### src/design/sisl_pkg.sv
// Shared types, widths, register indexes and helper functions for the speed
// inertia slew limiter. No dependencies; every other design file uses it.

package sisl_pkg;

  localparam int SPD_W      = 16;  // speed fields at the ports
  localparam int X100_W     = 23;  // speed scaled by 100
  localparam int DIST_W     = 24;  // distance between two scaled speeds
  localparam int QUO_W      = 17;  // scaled speed divided by 100
  localparam int RATE_W     = 14;  // accel_rate, decel_rate
  localparam int TICK_W     = 17;  // tick_period
  localparam int PROD_W     = RATE_W + TICK_W;
  localparam int STEP_W     = 18;  // rate * tick / 10000
  localparam int CFG_IDX_W  = 2;
  localparam int CFG_DATA_W = 17;

  // Register indexes on the configuration port
  localparam logic [CFG_IDX_W-1:0] REG_ACCEL = 2'd0;
  localparam logic [CFG_IDX_W-1:0] REG_DECEL = 2'd1;
  localparam logic [CFG_IDX_W-1:0] REG_TICK  = 2'd2;

  localparam logic [RATE_W-1:0] RATE_RESET = '0;
  localparam logic [TICK_W-1:0] TICK_RESET = 17'd100;

  // Exact floor(p / 10000) for p < 2**31 as (p * STEP_RECIP) >> STEP_SHIFT
  localparam int             RECIP_W    = 32;
  localparam logic [RECIP_W-1:0] STEP_RECIP = 32'd3518437209;
  localparam int             STEP_SHIFT = 45;

  // Exact floor(a / 100) for a <= 2**22 as (a * DIV100_RECIP) >> DIV100_SHIFT
  localparam logic [X100_W-1:0] DIV100_RECIP = 23'd5368710;
  localparam int                DIV100_SHIFT = 29;

  localparam logic signed [X100_W-1:0] SPEED_SCALE = 23'sd100;
  localparam logic signed [X100_W-1:0] WIN_SPAN    = 23'sd99;

  typedef struct packed {
    logic                    kind;          // 1: clear the speed
    logic signed [SPD_W-1:0] target_speed;
  } in_t;

  typedef struct packed {
    logic signed [SPD_W-1:0] speed;
    logic                    changed;
  } out_t;

  // Classified item handed from the front to the back
  typedef struct packed {
    logic                     kind;
    logic signed [X100_W-1:0] tgt100;   // target * 100
    logic signed [X100_W-1:0] win_lo;   // scaled speeds that truncate to target
    logic signed [X100_W-1:0] win_hi;
  } cmd_t;

  // Per-tick step sizes derived from the configuration registers
  typedef struct packed {
    logic [STEP_W-1:0] acc;
    logic [STEP_W-1:0] dec;
  } steps_t;

  // Divide a scaled speed by 100, truncating toward zero
  function automatic logic signed [QUO_W-1:0] div100(input logic signed [X100_W-1:0] v);
    logic [X100_W-1:0]   mag;
    logic [2*X100_W-1:0] prod;
    logic [QUO_W-1:0]    quo;
    mag  = v[X100_W-1] ? X100_W'(-v) : X100_W'(v);
    prod = (2*X100_W)'(mag) * (2*X100_W)'(DIV100_RECIP);
    quo  = prod[DIV100_SHIFT +: QUO_W];
    return v[X100_W-1] ? $signed(QUO_W'(-quo)) : $signed(quo);
  endfunction

endpackage

### src/design/sisl_midq.sv
// Two-entry queue between the front end and the back end.
// Depends on sisl_pkg for the classified item type.

module sisl_midq (
  input  logic           clk,
  input  logic           rst,
  input  logic           wr,
  input  sisl_pkg::cmd_t wr_cmd,
  output logic           space,
  input  logic           rd,
  output logic           avail,
  output sisl_pkg::cmd_t head
);

  localparam logic [1:0] DEPTH = 2'd2;

  sisl_pkg::cmd_t mem [2];
  logic           wr_ptr;
  logic           rd_ptr;
  logic [1:0]     count;
  logic [1:0]     count_next;

  assign space = count < DEPTH;
  assign avail = count != 2'd0;
  assign head  = mem[rd_ptr];

  always_comb begin
    count_next = count + {1'b0, wr} - {1'b0, rd};
  end

  always_ff @(posedge clk) begin
    if (rst) begin
      wr_ptr <= 1'b0;
      rd_ptr <= 1'b0;
      count  <= 2'd0;
    end else begin
      if (wr) wr_ptr <= !wr_ptr;
      if (rd) rd_ptr <= !rd_ptr;
      count <= count_next;
    end
    if (wr) begin
      mem[wr_ptr] <= wr_cmd;
    end
  end

`ifndef SYNTHESIS
  a_no_overflow: assert property (@(posedge clk) disable iff (rst)
    !(wr && count == DEPTH))
    else $error("midq: write into full queue");
  a_no_underflow: assert property (@(posedge clk) disable iff (rst)
    !(rd && count == 2'd0))
    else $error("midq: read from empty queue");
`endif

endmodule

### config.mk
export PLATFORM = sky130hd
export DESIGN_NAME = sisl_midq
export DESIGN_NICKNAME = d
export VERILOG_FILES = /design/src/design/sisl_pkg.sv /design/src/design/sisl_midq.sv
export SDC_FILE = /design/constraint.sdc
export NUM_CORES = 1
export LEC_CHECK = 0
export ABC_CLOCK_PERIOD_IN_PS = 5250
export BUFFER_PORTS_ARGS = -buffer_cell sky130_fd_sc_hd__buf_2
export CORE_AREA = 2 2 115 117
export DETAILED_ROUTE_END_ITERATION = 12
export DIE_AREA = 0 0 117 119
export GPL_TIMING_DRIVEN = 0
export PLACE_DENSITY = 0.72
export SLEW_MARGIN = 20
export SYNTH_ARGS = -nofsm -noshare
export SYNTH_HDL_FRONTEND = slang
export SYNTH_SLANG_ARGS = --single-unit
export TNS_END_PERCENT = 10
### constraint.sdc
create_clock -name clk -period 5.25 [get_ports clk]
set_clock_uncertainty 0.15 [all_clocks]
set_input_delay 1.3125 -clock clk [delete_from_list [all_inputs] [get_ports clk]]
set_output_delay 1.3125 -clock clk [all_outputs]
set_load 0.05 [all_outputs]
==> results.py <==
metrics = {
    "route": {
        "viasPerCell": 4.56,
        "ant_nets": 0,
        "vias": 2717,
        "drt-initial-drc-count": 156,
        "post-route-drc-count": 0,
        "firstDrtPassIters": 4,
        "wl_per_cell_um": 15.5,
        "finalWirelength_um": 9220,
    },
    "timing": {
        "tightestPinTransition_ns": 0.554,
        "holdWs_ns": 0.385,
        "rsz0062_at_grt": "no",
        "hold_viol": 0,
        "finalCritPeriodShare_pct": 59.0,
        "layout_setup_ws_ns": 2.15,
        "final_max_slew_viol_count": 0,
        "min_period_ns": 3.10,
        "fmax_mhz": 323,
        "slew_headroom_pct": 63.0,
        "setup_violations": 0,
    },
    "yosys": {
        "synth.avg_cell_area_um2": 23.5,
        "ys_top_cells_by_area": "edfxtp_1, mux2_4, buf_12",
        "ys_seq_area_share_pct": 76.6,
        "synth_top_area_share_pct": 74.8,
        "synth_area_leader_cell": "edfxtp_1",
        "synthesis.nets": 315,
        "synth_seq_cells": 145,
        "netlist_area_um2": 5620,
        "synthCells": 239,
        "yosysWarningCount": 0,
        "ys_types": 13,
    },
    "placement": {
        "dp_hpwl_um": 6260,
        "dpl_cell_area_um2": 6680,
        "port_buffers": 145,
        "place_congestion": 0.666,
        "pre_cts_ws_ns": 2.36,
    },
    "global_route": {
        "overflow": 0,
        "grt_max_degree": 42,
        "grt_use_total_pct": 13.8,
        "grt_pass1_vias": 2882,
        "antenna_found_initial": 0,
        "grt_pass1_wl_um": 14000,
    },
    "worst_setup_path": {
        "cp.required_ns": 3.79,
        "crit_path_end_kind": "output port",
        "crit_family": "buffers and inverters",
        "cp-start-kind": "register",
        "cp_slowest_cell": "dfxtp_1",
        "worstPathCellList": "buf_6 -> buf_12 -> mux2_4 -> buf_2",
        "cp.arrival_ns": 1.63,
        "worstPathMaxFanout": 10,
        "cpPeakStageDelay_ns": 0.32,
        "crit_type": "reg -> out",
        "path_buf_inv": 3,
    },
    "outcome": {
        "status": "completed",
    },
    "pwr": {
        "fin_total_pwr_uw": 3010,
        "power_density_nw_per_um2": 417,
        "leakagePower_uw": 0.00288,
        "ir_worst_vdd_mv": 0.273,
    },
    "cells_and_area": {
        "nets": 483,
        "antennaDiodeCount": 0,
        "syn_to_final_growth_pct": 28.5,
        "drive_gt1_share_pct": 61.9,
        "final_cell_area_um2": 7220,
    },
    "cts": {
        "clock_sinks": 145,
        "hold_buffers": 0,
        "cts_tree": "done",
        "htreeDepth": 4,
        "post_cts_buffers": 0,
        "clock_latency_ns": 0.40,
        "clkTransAtPathRegs_ns": 0.06,
        "numCtsBuffers": 17,
        "clockBufferDepth": 2,
        "cts-root-buf": "clkbuf_16",
        "cts_resized": 0,
    },
    "floorplan": {
        "die_h_um": 119,
        "io_pins": 146,
        "die-area_um2": 13900,
        "row_count": 42,
        "die_w_um": 117,
        "design.core.area_um2": 12900,
        "start_util_pct": 43.7,
    },
    "min_path": {
        "min_path_type": "reg -> reg",
    },
    "job": {
        "drv_cap": 0,
    },
}
[synthesized netlist by cell type]
| cell type | n |
|---|---|
| buf_12 | 7 |
| ha_1 | 2 |
| nand2_1 | 1 |
| mux2_4 | 70 |
| buf_6 | 1 |
| dfxtp_1 | 5 |
| inv_1 | 3 |
| nor2b_1 | 2 |
| xnor3_1 | 1 |
| edfxtp_1 | 140 |
| and2_1 | 1 |
| xnor2_1 | 2 |
| nor2_1 | 4 |
[kinds of logic (layout without fill, tap and decap cells)]
family / after synthesis / after routing / synth area share (%)
adder cells (fa/ha/maj): 2 / 2 / 0.445
AND/OR/NAND/NOR: 8 / 8 / 0.668
multiplexers: 70 / 70 / 18.7
XOR/XNOR: 3 / 3 / 0.712
buffers and inverters: 11 / 192 / 2.89
flip-flops: 145 / 145 / 76.6
[registers in the layout (all words and copies together), names as in the netlist, named ones only]
signal  flops
wr_ptr      1
rd_ptr      1
count       2
mem       140
[layer usage]
layer  up-vias  wire length [um]  GRT usage (%)
met5         -                 0              0
met4         0               133           6.10
met3        11               670           5.80
met2       100              4740           22.4
met1      1326              3670           15.7
li1       1280                 -              -
[stage by stage]
stage / TNS (ns) / util (%) / instances
floorplan: 0 / - / 239
global placement: -121.28 / 51.0 / 560
detailed placement: 0 / 51.9 / 564
CTS: 0 / 56.1 / 596
global route: 0 / 56.1 / 596
finish: 0 / 56.1 / 596
[layout by cell type, fill, tap and decap left out, drive strengths merged]
cell,instances
and2,1
buf,157
bufinv,1
clkbuf,17
clkinv,6
clkinvlp,7
dfxtp,5
edfxtp,140
ha,2
inv,4
mux2,70
nand2,1
nor2,4
nor2b,2
xnor2,2
xnor3,1
[worst min-delay path: stages (launching register included)]
cell and delay, ns:
dfxtp_1 0.33, xnor2_1 0.09, nor2_1 0.08
[worst paths after layout]
check             slack (ns)  depth (start not counted)    endpoint     start
hold reg to reg         0.38                          2    register    rd_ptr
hold / removal          0.38                          2    register    rd_ptr
setup / recovery        2.15                          4    head[21]  register
setup reg to reg        3.54                          3  mem[0][33]    wr_ptr
[power breakdown]
part           leakage, uW  internal [uW]  switching, uW
sequential         0.00136           1350           18.3
combinational      0.00128            202            359
clock             0.000250            644            439
[layout make-up]
cell class | instances | area (um^2)
buffer | 8 | 151
clock buffer | 17 | 425
clock inverter | 15 | 120
fill | 1026 | 5650
inverter | 3 | 11.3
multi-input combinational | 83 | 1160
sequential | 145 | 4300
tap | 176 | 220
timing repair buffer | 149 | 828
Note: power is estimated with default switching activity, not from simulation.
