--- config.mk ---
export PLATFORM = sky130hd
export DESIGN_NAME = sisl_step
export DESIGN_NICKNAME = d
export VERILOG_FILES = /design/src/design/sisl_pkg.sv /design/src/design/sisl_step.sv
export SDC_FILE = /design/constraint.sdc
export NUM_CORES = 2
export LEC_CHECK = 0
export ABC_AREA = 0
export BUFFER_PORTS_ARGS = -buffer_cell sky130_fd_sc_hd__buf_4
export CORE_MARGIN = 1.5
export CORE_UTILIZATION = 44
export DETAILED_ROUTE_END_ITERATION = 8
export GPL_TIMING_DRIVEN = 0
export PLACE_DENSITY = 0.62
export SYNTH_ARGS = -nofsm -noshare
export SYNTH_HDL_FRONTEND = slang
export SYNTH_SLANG_ARGS = --single-unit
--- constraint.sdc ---
create_clock -name clk -period 8.75 [get_ports clk]
set_input_delay 0.875 -clock clk [delete_from_list [all_inputs] [get_ports clk]]
set_output_delay 0.875 -clock clk [all_outputs]
set_load 0.05 [all_outputs]
--- src/design/sisl_pkg.sv ---
// Shared types, widths, register indexes and helper functions for the speed
// inertia slew limiter. No dependencies; every other design file uses it.

package sisl_pkg;

  localparam int SPD_W      = 16;  // speed fields at the ports
  localparam int X100_W     = 23;  // speed scaled by 100
  localparam int DIST_W     = 24;  // distance between two scaled speeds
  localparam int QUO_W      = 17;  // scaled speed divided by 100
  localparam int RATE_W     = 14;  // accel_rate, decel_rate
  localparam int TICK_W     = 17;  // tick_period
  localparam int PROD_W     = RATE_W + TICK_W;
  localparam int STEP_W     = 18;  // rate * tick / 10000
  localparam int CFG_IDX_W  = 2;
  localparam int CFG_DATA_W = 17;

  // Register indexes on the configuration port
  localparam logic [CFG_IDX_W-1:0] REG_ACCEL = 2'd0;
  localparam logic [CFG_IDX_W-1:0] REG_DECEL = 2'd1;
  localparam logic [CFG_IDX_W-1:0] REG_TICK  = 2'd2;

  localparam logic [RATE_W-1:0] RATE_RESET = '0;
  localparam logic [TICK_W-1:0] TICK_RESET = 17'd100;

  // Exact floor(p / 10000) for p < 2**31 as (p * STEP_RECIP) >> STEP_SHIFT
  localparam int             RECIP_W    = 32;
  localparam logic [RECIP_W-1:0] STEP_RECIP = 32'd3518437209;
  localparam int             STEP_SHIFT = 45;

  // Exact floor(a / 100) for a <= 2**22 as (a * DIV100_RECIP) >> DIV100_SHIFT
  localparam logic [X100_W-1:0] DIV100_RECIP = 23'd5368710;
  localparam int                DIV100_SHIFT = 29;

  localparam logic signed [X100_W-1:0] SPEED_SCALE = 23'sd100;
  localparam logic signed [X100_W-1:0] WIN_SPAN    = 23'sd99;

  typedef struct packed {
    logic                    kind;          // 1: clear the speed
    logic signed [SPD_W-1:0] target_speed;
  } in_t;

  typedef struct packed {
    logic signed [SPD_W-1:0] speed;
    logic                    changed;
  } out_t;

  // Classified item handed from the front to the back
  typedef struct packed {
    logic                     kind;
    logic signed [X100_W-1:0] tgt100;   // target * 100
    logic signed [X100_W-1:0] win_lo;   // scaled speeds that truncate to target
    logic signed [X100_W-1:0] win_hi;
  } cmd_t;

  // Per-tick step sizes derived from the configuration registers
  typedef struct packed {
    logic [STEP_W-1:0] acc;
    logic [STEP_W-1:0] dec;
  } steps_t;

  // Divide a scaled speed by 100, truncating toward zero
  function automatic logic signed [QUO_W-1:0] div100(input logic signed [X100_W-1:0] v);
    logic [X100_W-1:0]   mag;
    logic [2*X100_W-1:0] prod;
    logic [QUO_W-1:0]    quo;
    mag  = v[X100_W-1] ? X100_W'(-v) : X100_W'(v);
    prod = (2*X100_W)'(mag) * (2*X100_W)'(DIV100_RECIP);
    quo  = prod[DIV100_SHIFT +: QUO_W];
    return v[X100_W-1] ? $signed(QUO_W'(-quo)) : $signed(quo);
  endfunction

endpackage

--- src/design/sisl_step.sv ---
// Step-size unit: turns the rate and tick period registers into per-tick steps.
// Depends on sisl_pkg. Two register stages: product, then reciprocal divide.

module sisl_step (
  input  logic                           clk,
  input  logic [sisl_pkg::RATE_W-1:0]    accel_rate,
  input  logic [sisl_pkg::RATE_W-1:0]    decel_rate,
  input  logic [sisl_pkg::TICK_W-1:0]    tick_period,
  output sisl_pkg::steps_t               steps
);

  localparam int QW = sisl_pkg::PROD_W + sisl_pkg::RECIP_W;

  logic [sisl_pkg::PROD_W-1:0] prod_acc;
  logic [sisl_pkg::PROD_W-1:0] prod_dec;
  logic [QW-1:0]               quo_acc;
  logic [QW-1:0]               quo_dec;

  always_comb begin
    quo_acc = QW'(prod_acc) * QW'(sisl_pkg::STEP_RECIP);
    quo_dec = QW'(prod_dec) * QW'(sisl_pkg::STEP_RECIP);
  end

  always_ff @(posedge clk) begin
    prod_acc  <= sisl_pkg::PROD_W'(accel_rate) * sisl_pkg::PROD_W'(tick_period);
    prod_dec  <= sisl_pkg::PROD_W'(decel_rate) * sisl_pkg::PROD_W'(tick_period);
    steps.acc <= quo_acc[sisl_pkg::STEP_SHIFT +: sisl_pkg::STEP_W];
    steps.dec <= quo_dec[sisl_pkg::STEP_SHIFT +: sisl_pkg::STEP_W];
  end

endmodule

==> flow_summary.yaml <==
outcome:
  status: "complete, no violations"
timing:
  relSlewSlack: 0.253
  fmax_mhz: 119
  slew_violations: 0
  fin_crit_ns: 8.40
  hold_viol: 0
  worst_hold_slack_ns: 0.751
  period_share: 0.959
  worstMarginPinSlew_ns: 1.12
  rsz0062_at_grt: "no"
  setup_violations: 0
  fin_skew_ns: 0.0160
hold_path:
  min_to: "prod_dec[0]$_DFF_P_"
  hold_start: "decel_rate[0]"
  hp-class: "primary input to register"
  hold_depth: 2
clock_network:
  clk_pin_slew_ns: 0.08
  cts_sinks: 98
  cts_made_buffers: 9
  cts_setup_buffers: 0
  cts_tree: "done"
  insertion_delay_ns: 0.43
  clockBufferDepth: 2
  holdBufCountCts: 0
  root_buffer: "clkbuf_16"
  htreeDepth: 3
logic_synthesis:
  synth_area_leaders: "fa_1 48%, ha_1 22%, inv_1 12%"
  synth-edff-count: 0
  synth_ff_type: "dfxtp_1"
  synth_cell_types: 65
  synth_nets: 7209
  synth_most_common_cell: "inv_1"
  synth_top_area_frac: 0.477
  yosys.area.top_type: "fa_1"
  ys_ff_latch: 98
  synth_area_per_cell_sq_um: 9.93
  synth_async_sr_flop_share: 0
  syn-cell-area_sq_um: 50300
  syn-instance-count: 5065
  ys_warn_count: 0
  yosysSeqAreaShare: 0.0390
  synthTopCellsByCount: "1,570 x inv_1, 1,198 x fa_1, 900 x ha_1"
floorplanning:
  ioPinCount: 82
  rows: 123
  die_area_sq_um: 116000
  core-area_sq_um: 113000
  die_x_microns: 341
  initial_core_util: 0.445
  die_y_microns: 341
detailed_routing:
  drtPass1Iterations: 5
  drc: 0
  routed_wl_microns: 141000
  ant_nets: 0
  drt-initial-drc-count: 1998
  via_count: 34000
  routedWlPerCell_microns: 21.1
  via_per_inst: 5.11
global_routing:
  grt_pass1_vias: 36800
  globalRouteTotalUtil: 0.251
  antenna_found_initial: 29
  grt_max_degree: 19
  gr-total-overflow: 0
  grt_pass1_wl_microns: 218000
critical_path:
  path_delay_family: "adder cells"
  path_common_cell: "fa_1"
  start_kind: "register"
  required_ns: 9.08
  cp-end-kind: "register"
  slowest_stage: "fa_1"
  crit_cells: 25
  worst_r2r_endpoint: "steps[31]$_DFF_P_"
  slowest_delay_ns: 0.64
  crit_fanout: 7
  r2r-start: "prod_acc[11]$_DFF_P_"
  crit_type: "register to register"
  path_buf_inv: 7
  r2r_slack_ns: 0.35
  critPathArrivalTime_ns: 8.72
  ff2ff_path_depth: 25
place:
  hpwl_microns: 124000
  io_buffers: 61
  dp.cells: 6626
  globalplace.congestion: 0.964
cells_and_area:
  filler_cell_count: 10900
  drive_gt1_frac: 0.0193
  multi_input_area_sq_um: 42100
  final-seq-area_sq_um: 1960
  fin_nets: 7281
  layoutNonFillerInstCount: 6655
  area_delta_synth_final_pct: 5.33
run:
  maxCapViolCount: 0
-- per-layer routing --
layer | vias up | wire length, microns | global-route usage | share of wire
met3 | 217 | 10100 | 0.0462 | 0.072
li1 | 15300 | - | - | -
met4 | 24 | 4880 | 0.0856 | 0.035
met1 | 17400 | 59900 | 0.341 | 0.43
met5 | - | 140 | 0 | 0.0010
met2 | 1054 | 65600 | 0.405 | 0.47
-- what timing repair did --
action	in CTS	in global routing
endpoints found under the setup margin	1	7
endpoints found under the hold margin	0	0
resized for setup	1	3
-- stage by stage --
stage	utilization	area, sq um	TNS (ns)	setup WS (ns)
after floorplan	-	50300	0	1.69
after global placement	0.466	52600	-0.0328	-0.0328
after detailed placement	0.466	52600	0	0.0214
after CTS	0.468	52900	0	0.101
after global routing	0.469	53000	0	0.00975
final	0.469	53000	0	0.355
-- cell usage in the layout (no fill, tap or decap), types with 4 or more instances in the layout --
cell type	Yosys	routed
and3_1	12	12
diode_2	0	13
and4_1	4	4
o2111ai_1	4	4
a31oi_1	11	11
a31o_2	4	4
fa_1	1198	1198
clkbuf_16	0	9
nor3_1	14	14
nor2_1	62	62
nand2b_1	15	15
nand3b_1	4	4
buf_4	0	61
ha_1	900	900
o21ai_1	5	5
a211oi_1	15	15
nor2b_1	16	16
a2111oi_0	4	4
o21ai_0	51	51
a221oi_1	4	4
xnor2_1	65	65
a211o_1	4	4
o211ai_1	12	12
xor2_1	34	34
o21bai_1	16	16
o21a_1	8	8
clkbuf_1	86	86
nand3_1	32	32
nand4_1	28	28
and2_1	204	204
a21o_1	58	58
o31ai_1	4	4
dfxtp_1	98	98
inv_1	1570	1570
or2_2	5	5
nand2_1	341	341
a21oi_1	130	130
-- worst max path at each step --
stage,from,endpoint
final,prod_acc[11]$_DFF_P_,steps[31]$_DFF_P_
after global routing,prod_acc[11]$_DFF_P_,steps[32]$_DFF_P_
after CTS,prod_acc[11]$_DFF_P_,steps[31]$_DFF_P_
after detailed placement,prod_acc[11]$_DFF_P_,steps[31]$_DFF_P_
after global placement,prod_acc[11]$_DFF_P_,steps[31]$_DFF_P_
after floorplan,prod_dec[15]$_DFF_P_,steps[12]$_DFF_P_
-- final cells by class --
class | instances | area share
diodes | 13 | 0.000614
well taps | 1500 | 0.0354
repair buffers | 61 | 0.00865
inverters | 1570 | 0.111
plain buffers | 86 | 0.00609
clock buffers | 9 | 0.00425
flip-flops and latches | 98 | 0.0370
clock inverters | 7 | 0.00111
multi-input cells | 3311 | 0.796
-- sequential cells by signal, indices dropped and copies added (netlist names) --
| signal | cells |
|---|---|
| prod_acc | 31 |
| prod_dec | 31 |
| steps | 36 |
-- cell families (layout without fill, tap and decap cells) --
family                     after synthesis  in the layout  share of synthesized area
AOI/OAI and AO/OA                      363            363                     0.0463
xor gates and xnor gates                99             99                     0.0172
and+or+nand+nor                        751            751                     0.0730
other                                    0             13                          0
adders and majority gates             2098           2098                      0.701
DFF                                     98             98                     0.0390
buffers and inverters                 1656           1733                      0.124
Power is not shown: default switching activity piles up to over one toggle a cycle in this logic, so the estimate is an artifact.
