===== config.mk =====
export PLATFORM = sky130hd
export DESIGN_NAME = sisl_front
export DESIGN_NICKNAME = d
export VERILOG_FILES = /design/src/design/sisl_pkg.sv /design/src/design/sisl_front.sv
export SDC_FILE = /design/constraint.sdc
export NUM_CORES = 1
export LEC_CHECK = 0
export BUFFER_PORTS_ARGS = -buffer_cell sky130_fd_sc_hd__buf_4
export CAP_MARGIN = 20
export CORE_MARGIN = 2
export CORE_UTILIZATION = 55
export CTS_CLUSTER_DIAMETER = 30
export CTS_CLUSTER_SIZE = 25
export DETAILED_ROUTE_END_ITERATION = 8
export PLACE_DENSITY_LB_ADDON = 0.2
export SYNTH_ARGS = -nofsm -noshare
export SYNTH_HDL_FRONTEND = slang
export SYNTH_SLANG_ARGS = --single-unit
export TNS_END_PERCENT = 5

===== constraint.sdc =====
create_clock -name clk -period 6.04 [get_ports clk]
set_clock_uncertainty 0.1 [all_clocks]
set_input_delay 0.302 -clock clk [delete_from_list [all_inputs] [get_ports clk]]
set_output_delay 0.302 -clock clk [all_outputs]
set_load 0.02 [all_outputs]

===== src/design/sisl_pkg.sv =====
// Shared types, widths, register indexes and helper functions for the speed
// inertia slew limiter. No dependencies; every other design file uses it.

package sisl_pkg;

  localparam int SPD_W      = 16;  // speed fields at the ports
  localparam int X100_W     = 23;  // speed scaled by 100
  localparam int DIST_W     = 24;  // distance between two scaled speeds
  localparam int QUO_W      = 17;  // scaled speed divided by 100
  localparam int RATE_W     = 14;  // accel_rate, decel_rate
  localparam int TICK_W     = 17;  // tick_period
  localparam int PROD_W     = RATE_W + TICK_W;
  localparam int STEP_W     = 18;  // rate * tick / 10000
  localparam int CFG_IDX_W  = 2;
  localparam int CFG_DATA_W = 17;

  // Register indexes on the configuration port
  localparam logic [CFG_IDX_W-1:0] REG_ACCEL = 2'd0;
  localparam logic [CFG_IDX_W-1:0] REG_DECEL = 2'd1;
  localparam logic [CFG_IDX_W-1:0] REG_TICK  = 2'd2;

  localparam logic [RATE_W-1:0] RATE_RESET = '0;
  localparam logic [TICK_W-1:0] TICK_RESET = 17'd100;

  // Exact floor(p / 10000) for p < 2**31 as (p * STEP_RECIP) >> STEP_SHIFT
  localparam int             RECIP_W    = 32;
  localparam logic [RECIP_W-1:0] STEP_RECIP = 32'd3518437209;
  localparam int             STEP_SHIFT = 45;

  // Exact floor(a / 100) for a <= 2**22 as (a * DIV100_RECIP) >> DIV100_SHIFT
  localparam logic [X100_W-1:0] DIV100_RECIP = 23'd5368710;
  localparam int                DIV100_SHIFT = 29;

  localparam logic signed [X100_W-1:0] SPEED_SCALE = 23'sd100;
  localparam logic signed [X100_W-1:0] WIN_SPAN    = 23'sd99;

  typedef struct packed {
    logic                    kind;          // 1: clear the speed
    logic signed [SPD_W-1:0] target_speed;
  } in_t;

  typedef struct packed {
    logic signed [SPD_W-1:0] speed;
    logic                    changed;
  } out_t;

  // Classified item handed from the front to the back
  typedef struct packed {
    logic                     kind;
    logic signed [X100_W-1:0] tgt100;   // target * 100
    logic signed [X100_W-1:0] win_lo;   // scaled speeds that truncate to target
    logic signed [X100_W-1:0] win_hi;
  } cmd_t;

  // Per-tick step sizes derived from the configuration registers
  typedef struct packed {
    logic [STEP_W-1:0] acc;
    logic [STEP_W-1:0] dec;
  } steps_t;

  // Divide a scaled speed by 100, truncating toward zero
  function automatic logic signed [QUO_W-1:0] div100(input logic signed [X100_W-1:0] v);
    logic [X100_W-1:0]   mag;
    logic [2*X100_W-1:0] prod;
    logic [QUO_W-1:0]    quo;
    mag  = v[X100_W-1] ? X100_W'(-v) : X100_W'(v);
    prod = (2*X100_W)'(mag) * (2*X100_W)'(DIV100_RECIP);
    quo  = prod[DIV100_SHIFT +: QUO_W];
    return v[X100_W-1] ? $signed(QUO_W'(-quo)) : $signed(quo);
  endfunction

endpackage


===== src/design/sisl_front.sv =====
// Front end: accepts input items, scales the target and builds its window.
// Depends on sisl_pkg. Holds one classified item until the queue takes it.

module sisl_front (
  input  logic               clk,
  input  logic               rst,
  input  logic               push,
  output logic               full,
  input  sisl_pkg::in_t      item,
  input  logic               q_space,
  output logic               cmd_valid,
  output sisl_pkg::cmd_t     cmd
);

  logic                                   accept;
  logic                                   advance;
  logic                                   cmd_valid_next;
  logic signed [sisl_pkg::X100_W-1:0]     tgt100;
  sisl_pkg::cmd_t                         cmd_next;

  assign advance = cmd_valid && q_space;
  assign full    = cmd_valid && !q_space;
  assign accept  = push && !full;

  always_comb begin
    tgt100 = sisl_pkg::X100_W'(item.target_speed) * sisl_pkg::SPEED_SCALE;
    cmd_next.kind   = item.kind;
    cmd_next.tgt100 = tgt100;
    // Scaled speeds that truncate toward zero onto the target
    cmd_next.win_lo = (item.target_speed > 0) ? tgt100 : tgt100 - sisl_pkg::WIN_SPAN;
    cmd_next.win_hi = (item.target_speed < 0) ? tgt100 : tgt100 + sisl_pkg::WIN_SPAN;
    cmd_valid_next  = accept || (cmd_valid && !advance);
  end

  always_ff @(posedge clk) begin
    if (rst) begin
      cmd_valid <= 1'b0;
    end else begin
      cmd_valid <= cmd_valid_next;
    end
    if (accept) begin
      cmd <= cmd_next;
    end
  end

endmodule


==> metrics.log <==
[metrics] via count: 2858
[metrics] minimum setup slack among reg-to-reg paths: 4350 ps
[metrics] minimum setup slack in the final design: 1480 ps
[metrics] TritonCTS clock tree: built
[metrics] run status: finished, final reports clean
[metrics] cell type with the highest occurrence count on the critical path: sky130_fd_sc_hd__inv_1
[metrics] mapped cell area: 0.00433 mm^2
[metrics] worst path cell trace: buf_4, inv_1, ha_1, inv_1, fa_1, inv_1, ha_1, ha_1, inv_1, fa_1, nand2b_1, a21oi_1, nor3_1, o31ai_1, xor2_1, and3_2, a41oi_1, xnor2_1
[metrics] PD cells: 400 mW/mm^2
[metrics] Async SR Flop Fraction: 0
[metrics] area of the placeable core: 0.00769 mm^2
[metrics] # Max-Cap Violations: 0
[metrics] number of vias per cell: 5.08
[metrics] CP Data Required Time: 6020 ps
[metrics] number of enable flip-flop cells after synthesis: 63
[metrics] Setup TNS Final: 0 ps
[metrics] Min-Delay Path Class: primary input to flip-flop
[metrics] final instance count without filler cells: 563
[metrics] largest fanout on the critical path: 9
[metrics] fraction of final layout cells sized beyond drive strength 1: 0.256
[metrics] weighted congestion reported at the end of routability-driven placement: 0.851
[metrics] largest stage delay on the critical path: 690 ps
[metrics] most common cell after layout, fill and taps aside: sky130_fd_sc_hd__buf_4
[metrics] signal arrival time at the worst endpoint: 4540 ps
[metrics] relative max-transition margin: 0.454
[metrics] origin of the worst min-delay path: rst
[metrics] Mapped Cells: 363
[metrics] Post-Synthesis Mean Instance Area: 11.9 um^2
[metrics] Top FF cell, synth: sky130_fd_sc_hd__edfxtp_1
[metrics] Worst R2R Start: cmd_valid$_SDFF_PP0_
[metrics] top-level port count: 93
[metrics] Final Setup Violations: 0
[metrics] min Tclk post-route: 4560 ps
[metrics] via count of the first global-routing pass: 2686
[metrics] diodes inserted: 0
[metrics] Setup Buffers After CTS: 0
[metrics] antenna-violating nets left: 0
[metrics] clock slew at reported path FFs: 80 ps
[metrics] P&R area growth vs syn: 22.4%
[metrics] insertion delay to the later sink of the worst-skew pair: 330 ps
[metrics] final max-slew violation count: 0
[metrics] number of different library cells in the post-synthesis netlist: 50
[metrics] number of nets at the end of the flow: 549
[metrics] type of the worst setup path: primary input to flip-flop
[metrics] maximum clock frequency: 219 MHz
[metrics] kind of start point of the critical path: primary input
[metrics] transition time at the pin with the least slew margin: 816 ps
[metrics] largest net degree at the start of global routing: 64
[metrics] drt first pass iters: 6
[metrics] DRC Markers: 0
[metrics] number of cells on the worst reg-to-reg path: 3
[metrics] cell type of the slowest stage on the worst timing path: sky130_fd_sc_hd__xor2_1
[metrics] number of H-tree levels: 3
[metrics] flop and latch count out of synthesis: 64
[metrics] GRT Total Usage: 0.189
[metrics] worst slack after detailed placement: 1190 ps
[metrics] leakage power total: 2.36 nW
[metrics] number of DRC markers after the initial detailed-route iteration: 121
[metrics] Bufs on Longest Clock Path: 2
[metrics] count of endpoints failing hold in the final timing report: 0
[metrics] average routed wire per standard cell: 13.7 um
[metrics] hold buffers post-CTS: 0
[metrics] setup repair after global routing missed its margin: false
[metrics] DP Wirelength: 6.09 mm
[metrics] critical path endpoint category: flip-flop
[metrics] post-route fraction of the period consumed by the critical path: 0.755
[metrics] hold path depth: 2
[metrics] CTS Sinks: 64
[metrics] maximum resistive drop on vdd: 0.143 mV
[metrics] DP Cell Count: 547
[metrics] Root Buffer Master: sky130_fd_sc_hd__clkbuf_8
[metrics] worst setup path start: item[2]
[metrics] total detailed-routing wirelength: 7.73 mm
[metrics] sequential share of the synthesized area: 0.441
[metrics] die height: 92.7 um
[metrics] most used cells in the layout excluding fill and tap cells: sky130_fd_sc_hd__buf_4, sky130_fd_sc_hd__edfxtp_1, sky130_fd_sc_hd__ha_1, sky130_fd_sc_hd__inv_1, sky130_fd_sc_hd__xnor2_1
[metrics] # resized after CTS: 0
[metrics] total congestion overflow after global routing: 0
[metrics] Initial Util: 0.563
[metrics] number of CTS-inserted buffers: 9
[metrics] number of buffers inserted by port buffering: 89
[metrics] DIE AREA: 0.00860 mm^2
[metrics] count of standard-cell rows: 32
[metrics] antenna violations before repair: 0
[metrics] global-route wire length before repair: 12.7 mm
[metrics] die width: 92.7 um
[metrics] synth warn: 0
## report_power, final
group / switching (W) / internal (W) / leakage, nW
registers: 0.0000320 / 0.000674 / 0.619
clock network: 0.000165 / 0.000233 / 0.113
logic: 0.000610 / 0.000408 / 1.62
## cell families after synthesis
group           Yosys count  synth area share
other cells               1          0.000866
mux                       1           0.00231
simple gates             89             0.109
xor+xnor                 48            0.0988
fa+ha+maj                72             0.232
buf+inv                  49            0.0505
compound gates           39            0.0650
flops                    64             0.441
## Yosys cell counts, drive strengths merged (2+ instances only)
cell	n	area share
edfxtp	63	0.44
ha	58	0.17
inv	38	0.033
xnor2	34	0.069
nand2	26	0.023
nor2	20	0.017
fa	14	0.065
xor2	14	0.030
a21oi	12	0.014
nand3	10	0.012
nor3	10	0.012
buf	9	0.016
o21ai	8	0.0092
and3	4	0.0061
nand2b	3	0.0043
nor2b	3	0.0043
a211oi	2	0.0046
a31oi	2	0.0029
clkbuf	2	0.0017
nand3b	2	0.0035
nand4b	2	0.0040
nor3b	2	0.0035
nor4	2	0.0064
o211a	2	0.0046
o31ai	2	0.0046
o41ai	2	0.0040
## worst max-delay path, delay by kind of cell
family,cells,cell delay [ps]
simple gates,3,590
fa+ha+maj,5,1590
compound gates,3,800
xor+xnor,2,870
buf+inv,5,360
## worst paths after layout
check / endpoint
setup / recovery: cmd[22]$_DFFE_PP_
hold reg to reg: cmd_valid$_SDFF_PP0_
hold / removal: cmd_valid$_SDFF_PP0_
setup reg to reg: cmd[18]$_DFFE_PP_
## sequential cells by signal, summed over array words and instances, names as in the netlist
name and count:
cmd_valid 1, cmd 63
## per-layer routing
| metal | up-vias | global-route usage | part of all wire |
|---|---|---|---|
| met5 | - | 0 | 0 |
| met4 | 0 | 0.0637 | 0.013 |
| met3 | 8 | 0.0382 | 0.057 |
| met2 | 92 | 0.286 | 0.46 |
| met1 | 1306 | 0.273 | 0.47 |
| li1 | 1452 | - | - |
## stage by stage
| stage | hold slack, ps | utilization | instance area, um^2 | total power, W |
|---|---|---|---|---|
| after floorplan | 274 | - | 4340 | 0.00143 |
| after global placement | 360 | 0.661 | 5080 | 0.00172 |
| after detailed placement | 365 | 0.661 | 5080 | 0.00173 |
| after CTS | 1.28 | 0.690 | 5300 | 0.00213 |
| after global routing | 1.27 | 0.690 | 5300 | 0.00226 |
| final | 13.4 | 0.690 | 5300 | 0.00212 |
## area by class of cell
type / count / area, um^2
Sequential cell: 64 / 1910
Clock inverter: 7 / 96.3
Multi-Input combinational cell: 252 / 2220
Fill cell: 592 / 2390
Clock buffer: 9 / 124
Inverter: 38 / 143
Timing Repair Buffer: 91 / 683
Tap cell: 102 / 128
(Power assumes the default switching activity.)
