## config.mk

```make
export PLATFORM = sky130hd
export DESIGN_NAME = sisl_back
export DESIGN_NICKNAME = d
export VERILOG_FILES = /design/src/design/sisl_pkg.sv /design/src/design/sisl_back.sv
export SDC_FILE = /design/constraint.sdc
export NUM_CORES = 2
export LEC_CHECK = 0
export ABC_AREA = 1
export BUFFER_PORTS_ARGS = -buffer_cell sky130_fd_sc_hd__buf_2
export CAP_MARGIN = 20
export CORE_UTILIZATION = 41
export CTS_BUF_LIST = sky130_fd_sc_hd__clkbuf_16
export DETAILED_ROUTE_END_ITERATION = 7
export SETUP_SLACK_MARGIN = 0.5
export SLEW_MARGIN = 20
export SYNTH_ARGS = -nofsm -noshare
export SYNTH_HDL_FRONTEND = slang
export SYNTH_SLANG_ARGS = --single-unit
export TNS_END_PERCENT = 20
```

## constraint.sdc

```tcl
create_clock -name clk -period 25.2 [get_ports clk]
set_clock_uncertainty 0.15 [all_clocks]
set_input_delay 5.04 -clock clk [delete_from_list [all_inputs] [get_ports clk]]
set_output_delay 5.04 -clock clk [all_outputs]
set_load 0.1 [all_outputs]
```

## src/design/sisl_pkg.sv

```systemverilog
// Shared types, widths, register indexes and helper functions for the speed
// inertia slew limiter. No dependencies; every other design file uses it.

package sisl_pkg;

  localparam int SPD_W      = 16;  // speed fields at the ports
  localparam int X100_W     = 23;  // speed scaled by 100
  localparam int DIST_W     = 24;  // distance between two scaled speeds
  localparam int QUO_W      = 17;  // scaled speed divided by 100
  localparam int RATE_W     = 14;  // accel_rate, decel_rate
  localparam int TICK_W     = 17;  // tick_period
  localparam int PROD_W     = RATE_W + TICK_W;
  localparam int STEP_W     = 18;  // rate * tick / 10000
  localparam int CFG_IDX_W  = 2;
  localparam int CFG_DATA_W = 17;

  // Register indexes on the configuration port
  localparam logic [CFG_IDX_W-1:0] REG_ACCEL = 2'd0;
  localparam logic [CFG_IDX_W-1:0] REG_DECEL = 2'd1;
  localparam logic [CFG_IDX_W-1:0] REG_TICK  = 2'd2;

  localparam logic [RATE_W-1:0] RATE_RESET = '0;
  localparam logic [TICK_W-1:0] TICK_RESET = 17'd100;

  // Exact floor(p / 10000) for p < 2**31 as (p * STEP_RECIP) >> STEP_SHIFT
  localparam int             RECIP_W    = 32;
  localparam logic [RECIP_W-1:0] STEP_RECIP = 32'd3518437209;
  localparam int             STEP_SHIFT = 45;

  // Exact floor(a / 100) for a <= 2**22 as (a * DIV100_RECIP) >> DIV100_SHIFT
  localparam logic [X100_W-1:0] DIV100_RECIP = 23'd5368710;
  localparam int                DIV100_SHIFT = 29;

  localparam logic signed [X100_W-1:0] SPEED_SCALE = 23'sd100;
  localparam logic signed [X100_W-1:0] WIN_SPAN    = 23'sd99;

  typedef struct packed {
    logic                    kind;          // 1: clear the speed
    logic signed [SPD_W-1:0] target_speed;
  } in_t;

  typedef struct packed {
    logic signed [SPD_W-1:0] speed;
    logic                    changed;
  } out_t;

  // Classified item handed from the front to the back
  typedef struct packed {
    logic                     kind;
    logic signed [X100_W-1:0] tgt100;   // target * 100
    logic signed [X100_W-1:0] win_lo;   // scaled speeds that truncate to target
    logic signed [X100_W-1:0] win_hi;
  } cmd_t;

  // Per-tick step sizes derived from the configuration registers
  typedef struct packed {
    logic [STEP_W-1:0] acc;
    logic [STEP_W-1:0] dec;
  } steps_t;

  // Divide a scaled speed by 100, truncating toward zero
  function automatic logic signed [QUO_W-1:0] div100(input logic signed [X100_W-1:0] v);
    logic [X100_W-1:0]   mag;
    logic [2*X100_W-1:0] prod;
    logic [QUO_W-1:0]    quo;
    mag  = v[X100_W-1] ? X100_W'(-v) : X100_W'(v);
    prod = (2*X100_W)'(mag) * (2*X100_W)'(DIV100_RECIP);
    quo  = prod[DIV100_SHIFT +: QUO_W];
    return v[X100_W-1] ? $signed(QUO_W'(-quo)) : $signed(quo);
  endfunction

endpackage

```

## src/design/sisl_back.sv

```systemverilog
// Back end: moves the scaled speed toward the target, divides by 100 and
// queues results. Depends on sisl_pkg.

module sisl_back (
  input  logic               clk,
  input  logic               rst,
  input  logic               cmd_avail,
  input  sisl_pkg::cmd_t     cmd,
  output logic               cmd_take,
  input  sisl_pkg::steps_t   steps,
  output logic               empty,
  input  logic               pop,
  output sisl_pkg::out_t     result
);

  localparam int          X  = sisl_pkg::X100_W;
  localparam int          D  = sisl_pkg::DIST_W;
  localparam int          S  = sisl_pkg::STEP_W;
  localparam logic [2:0]  RES_DEPTH = 3'd4;
  localparam logic signed [X-1:0] MAX_X100 = 23'sd3276800;

  logic signed [X-1:0] cur_x100;
  logic signed [X-1:0] cur_next;
  logic                exe_valid;
  logic signed [X-1:0] exe_old;
  logic signed [X-1:0] exe_new;

  logic                c_pos, c_neg, t_pos, t_neg;
  logic [X-1:0]        abs_c, abs_t;
  logic                opposite, grow, up, hit;
  logic [D-1:0]        gap;
  logic [S-1:0]        step, mag;
  logic signed [X-1:0] moved;

  logic signed [sisl_pkg::QUO_W-1:0] old_q;
  logic signed [sisl_pkg::QUO_W-1:0] new_q;
  sisl_pkg::out_t                    res_next;

  sisl_pkg::out_t mem [4];
  logic [1:0]     wr_ptr;
  logic [1:0]     rd_ptr;
  logic [2:0]     count;
  logic           deq;

  // Take a new item only if its result is sure to find a slot
  assign cmd_take = cmd_avail &&
                    (({1'b0, count} + {3'b0, exe_valid}) < {1'b0, RES_DEPTH});
  assign empty    = count == 3'd0;
  assign deq      = pop && !empty;
  assign result   = mem[rd_ptr];

  always_comb begin
    c_neg = cur_x100 < 0;
    c_pos = cur_x100 > 0;
    t_neg = cmd.tgt100 < 0;
    t_pos = cmd.tgt100 > 0;
    abs_c = c_neg ? X'(-cur_x100) : X'(cur_x100);
    abs_t = t_neg ? X'(-cmd.tgt100) : X'(cmd.tgt100);
    hit   = (cur_x100 >= cmd.win_lo) && (cur_x100 <= cmd.win_hi);

    // Accelerate only while the magnitude grows in the same direction
    opposite = (t_pos && c_neg) || (t_neg && c_pos);
    grow     = !opposite && (abs_t > abs_c);
    if (opposite) begin
      gap = {1'b0, abs_t} + {1'b0, abs_c};
    end else if (grow) begin
      gap = {1'b0, abs_t - abs_c};
    end else begin
      gap = {1'b0, abs_c - abs_t};
    end
    step  = grow ? steps.acc : steps.dec;
    // Clamp the step so the target is never overshot
    mag   = ({{(D-S){1'b0}}, step} < gap) ? step : gap[S-1:0];
    up    = grow ? t_pos : c_neg;
    moved = up ? cur_x100 + $signed({{(X-S){1'b0}}, mag})
               : cur_x100 - $signed({{(X-S){1'b0}}, mag});

    if (cmd.kind) begin
      cur_next = '0;
    end else if (hit) begin
      cur_next = cur_x100;
    end else begin
      cur_next = moved;
    end
  end

  always_comb begin
    old_q            = sisl_pkg::div100(exe_old);
    new_q            = sisl_pkg::div100(exe_new);
    res_next.speed   = sisl_pkg::SPD_W'(new_q);
    res_next.changed = new_q != old_q;
  end

  always_ff @(posedge clk) begin
    if (rst) begin
      cur_x100  <= '0;
      exe_valid <= 1'b0;
      wr_ptr    <= '0;
      rd_ptr    <= '0;
      count     <= '0;
    end else begin
      exe_valid <= cmd_take;
      if (cmd_take) cur_x100 <= cur_next;
      if (exe_valid) wr_ptr <= wr_ptr + 2'd1;
      if (deq) rd_ptr <= rd_ptr + 2'd1;
      count <= count + {2'b0, exe_valid} - {2'b0, deq};
    end
    if (cmd_take) begin
      exe_old <= cur_x100;
      exe_new <= cur_next;
    end
    if (exe_valid) begin
      mem[wr_ptr] <= res_next;
    end
  end

`ifndef SYNTHESIS
  a_res_no_overflow: assert property (@(posedge clk) disable iff (rst)
    !(exe_valid && count == RES_DEPTH))
    else $error("back: result written into full queue");
  a_clear_speed: assert property (@(posedge clk) disable iff (rst)
    (cmd_take && cmd.kind) |=> (cur_x100 == '0))
    else $error("back: clear item left speed nonzero");
  a_speed_bounded: assert property (@(posedge clk) disable iff (rst)
    (cur_x100 <= MAX_X100) && (cur_x100 >= -MAX_X100))
    else $error("back: scaled speed out of range");
  a_hold_on_hit: assert property (@(posedge clk) disable iff (rst)
    (cmd_take && !cmd.kind && hit) |=> $stable(cur_x100))
    else $error("back: speed moved although target was reached");
`endif

endmodule

```

==> flow_summary.json <==
{
  "status": "completed",
  "synth_top_cell_area_share_pct": 23.11,
  "grt_antenna_before_repair": 1,
  "timing.fmax_mhz": 67.42,
  "path_delay_family": "simple AND/OR/NAND/NOR gates",
  "holdBufCountCts": 0,
  "antennaDiodeCount": 0,
  "syn-num-nets": 5716,
  "ys_seq_area_share_pct": 11.50,
  "yosysTopAreaCell": "ha_1",
  "initial_core_util_pct": 41.52,
  "fin_area_um2": 38180,
  "cts_root_buf": "clkbuf_16",
  "synthTopCellsByArea": "ha_1 23%, fa_1 21%, inv_1 12%",
  "syn_to_final_growth_pct": 7.478,
  "synth_cell_type_count": 59,
  "drt_iter0_drc": 1598,
  "die_y_um": 296.3,
  "required_ns": 25.25,
  "drive_above_1_share_pct": 6.052,
  "hold_depth": 2,
  "post-route-min-period_ns": 14.83,
  "critPathBufInv": 9,
  "cpPeakStageDelay_ns": 0.67,
  "relSlewSlack_pct": 29.43,
  "drv_cap": 0,
  "reg2reg_depth": 46,
  "synthArstFlopShare_pct": 0,
  "grt_remaining_overflow": 0,
  "synth_edf_count": 114,
  "clock-sinks": 147,
  "rows": 107,
  "ioPinCount": 129,
  "clk_latency_ns": 0.45,
  "drv_slew": 0,
  "setup.worst_path.end_class": "flip-flop",
  "die_w_um": 296.3,
  "cts.clk_slew.worst_paths_ns": 0.07,
  "worst_pin_slew_ns": 1.055,
  "path_depth": 62,
  "die_area_um2": 87820,
  "syn_area_per_cell_um2": 7.774,
  "grt_max_degree": 82,
  "place.gp.congestion": 0.9770,
  "hold_path_class": "reg2reg",
  "crit_top_cell": "nand2_1",
  "nets": 5827,
  "criticalPathCategory": "in2reg",
  "mappedNetlistArea_um2": 35520,
  "layout_common_cells": "1096 x inv_1, 749 x nand2_1, 656 x ha_1, 381 x fa_1, 315 x nor2_1",
  "finalHoldViolations": 0,
  "synth_ff_type": "edfxtp_1",
  "cts_tree": "yes",
  "grt_pass1_vias": 29470,
  "postCtsSetupRepairBufs": 0,
  "firstDrtPassIters": 5,
  "numPortBuffers": 128,
  "vias": 29460,
  "dp_hpwl_um": 94230,
  "drt.antenna.violating_nets": 0,
  "holdWs_ns": 0.3150,
  "path_max_fanout": 22,
  "setup-violations-final": 0,
  "critical_path_arrival_ns": 14.89,
  "place_area_um2": 37530,
  "drt-total-wl_um": 107300,
  "yosys_warnings": 0,
  "slowest_stage": "nand3_1",
  "ctsResizeCount": 0,
  "htree_levels": 4,
  "synth-seq-cells": 147,
  "fin_setup_tns_ns": 0,
  "cp-start-kind": "input port",
  "cts_buffers": 17,
  "rsz0062_at_grt": "false",
  "wl_per_cell_um": 18.38,
  "synthCells": 4569,
  "clk_path_buf_depth": 2,
  "layout.cells.most_common": "inv_1",
  "grt_pass1_wl_um": 164400,
  "postLayoutCoreUtil_pct": 44.63,
  "core-area_um2": 85550,
  "drc_errors": 0,
  "viasPerCell": 5.047,
  "grtUsageTotal_pct": 24.63,
  "layout_worst_path_cycle_share_pct": 58.86
}
area by class of cell:
class	instances	area (µm²)
Clock buffer	17	425.4
Inverter	1109	4164
Multi-Input combinational cell	3246	27010
Timing Repair Buffer	159	870.8
Clock inverter	15	190.2
Fill cell	8706	47370
Sequential cell	147	4084
Tap cell	1144	1431
synthesized netlist by cell type, types with 6 or more instances:
cell,instances
inv_1,1096
nand2_1,749
ha_1,656
fa_1,381
nor2_1,315
a21oi_1,245
o21ai_0,196
xor2_1,139
nand3_1,131
edfxtp_1,114
nor3_1,55
xnor2_1,47
nand4_1,46
clkbuf_1,35
dfxtp_1,33
o21bai_1,30
or2_2,28
buf_2,25
o211ai_1,24
o22ai_1,22
a31oi_1,21
nand3b_1,21
nand2_2,15
nor4_1,15
o31ai_1,13
inv_2,11
nor2_2,11
a211oi_1,10
o21a_1,9
a21o_1,8
nand3_2,6
o21ai_1,6
o221ai_1,6
path summary, 6_finish.rpt:
path	from	endpoint	slack, ns
worst max register to register	exe_new[0]$_DFFE_PP_	mem[2][0]$_DFFE_PP_	14.13
worst min-delay path	rd_ptr[1]$_SDFFE_PP0P_	flip-flop	0.31
worst min register to register	rd_ptr[1]$_SDFFE_PP0P_	flip-flop	0.31
worst max-delay path	cmd[48]	exe_new[21]$_DFFE_PP_	10.37
cells by family after synthesis:
logic type,share of synthesized area (%)
compound gates,9.705
xor+xnor,4.586
fa+ha+maj,44.58
mux,0.02818
simple gates,17.03
buf+inv,12.57
flops,11.50
registers in the layout (all words and copies together) (netlist names), named ones only:
signal,cells
cur_x100,23
mem,68
exe_new,23
exe_old,23
rd_ptr,2
wr_ptr,2
count,3
exe_valid,1
metal layers:
metal  share of wire (%)  track usage, %
met3                 4.4           2.727
met2                  47           41.67
met5                   0               0
met1                  45           32.23
met4                 4.0           9.203
tightest hold or removal path, cell delays in order, from the launching register on:
cell and delay, ns:
dfxtp_1 0.30, inv_1 0.05, a21oi_1 0.06
metrics by stage:
step | instances | setup WS (ns)
5_1_grt | 5837 | 9.158
4_1_cts | 5836 | 10.43
6_report | 5837 | 10.37
3_5_place_dp | 5804 | 9.953
3_3_place_gp | 5804 | 10.01
2_1_floorplan | 4569 | 12.12
Power is left out: the tool's default activity adds up to more than one toggle a clock period on the data nets, which glitch-free logic cannot reach.
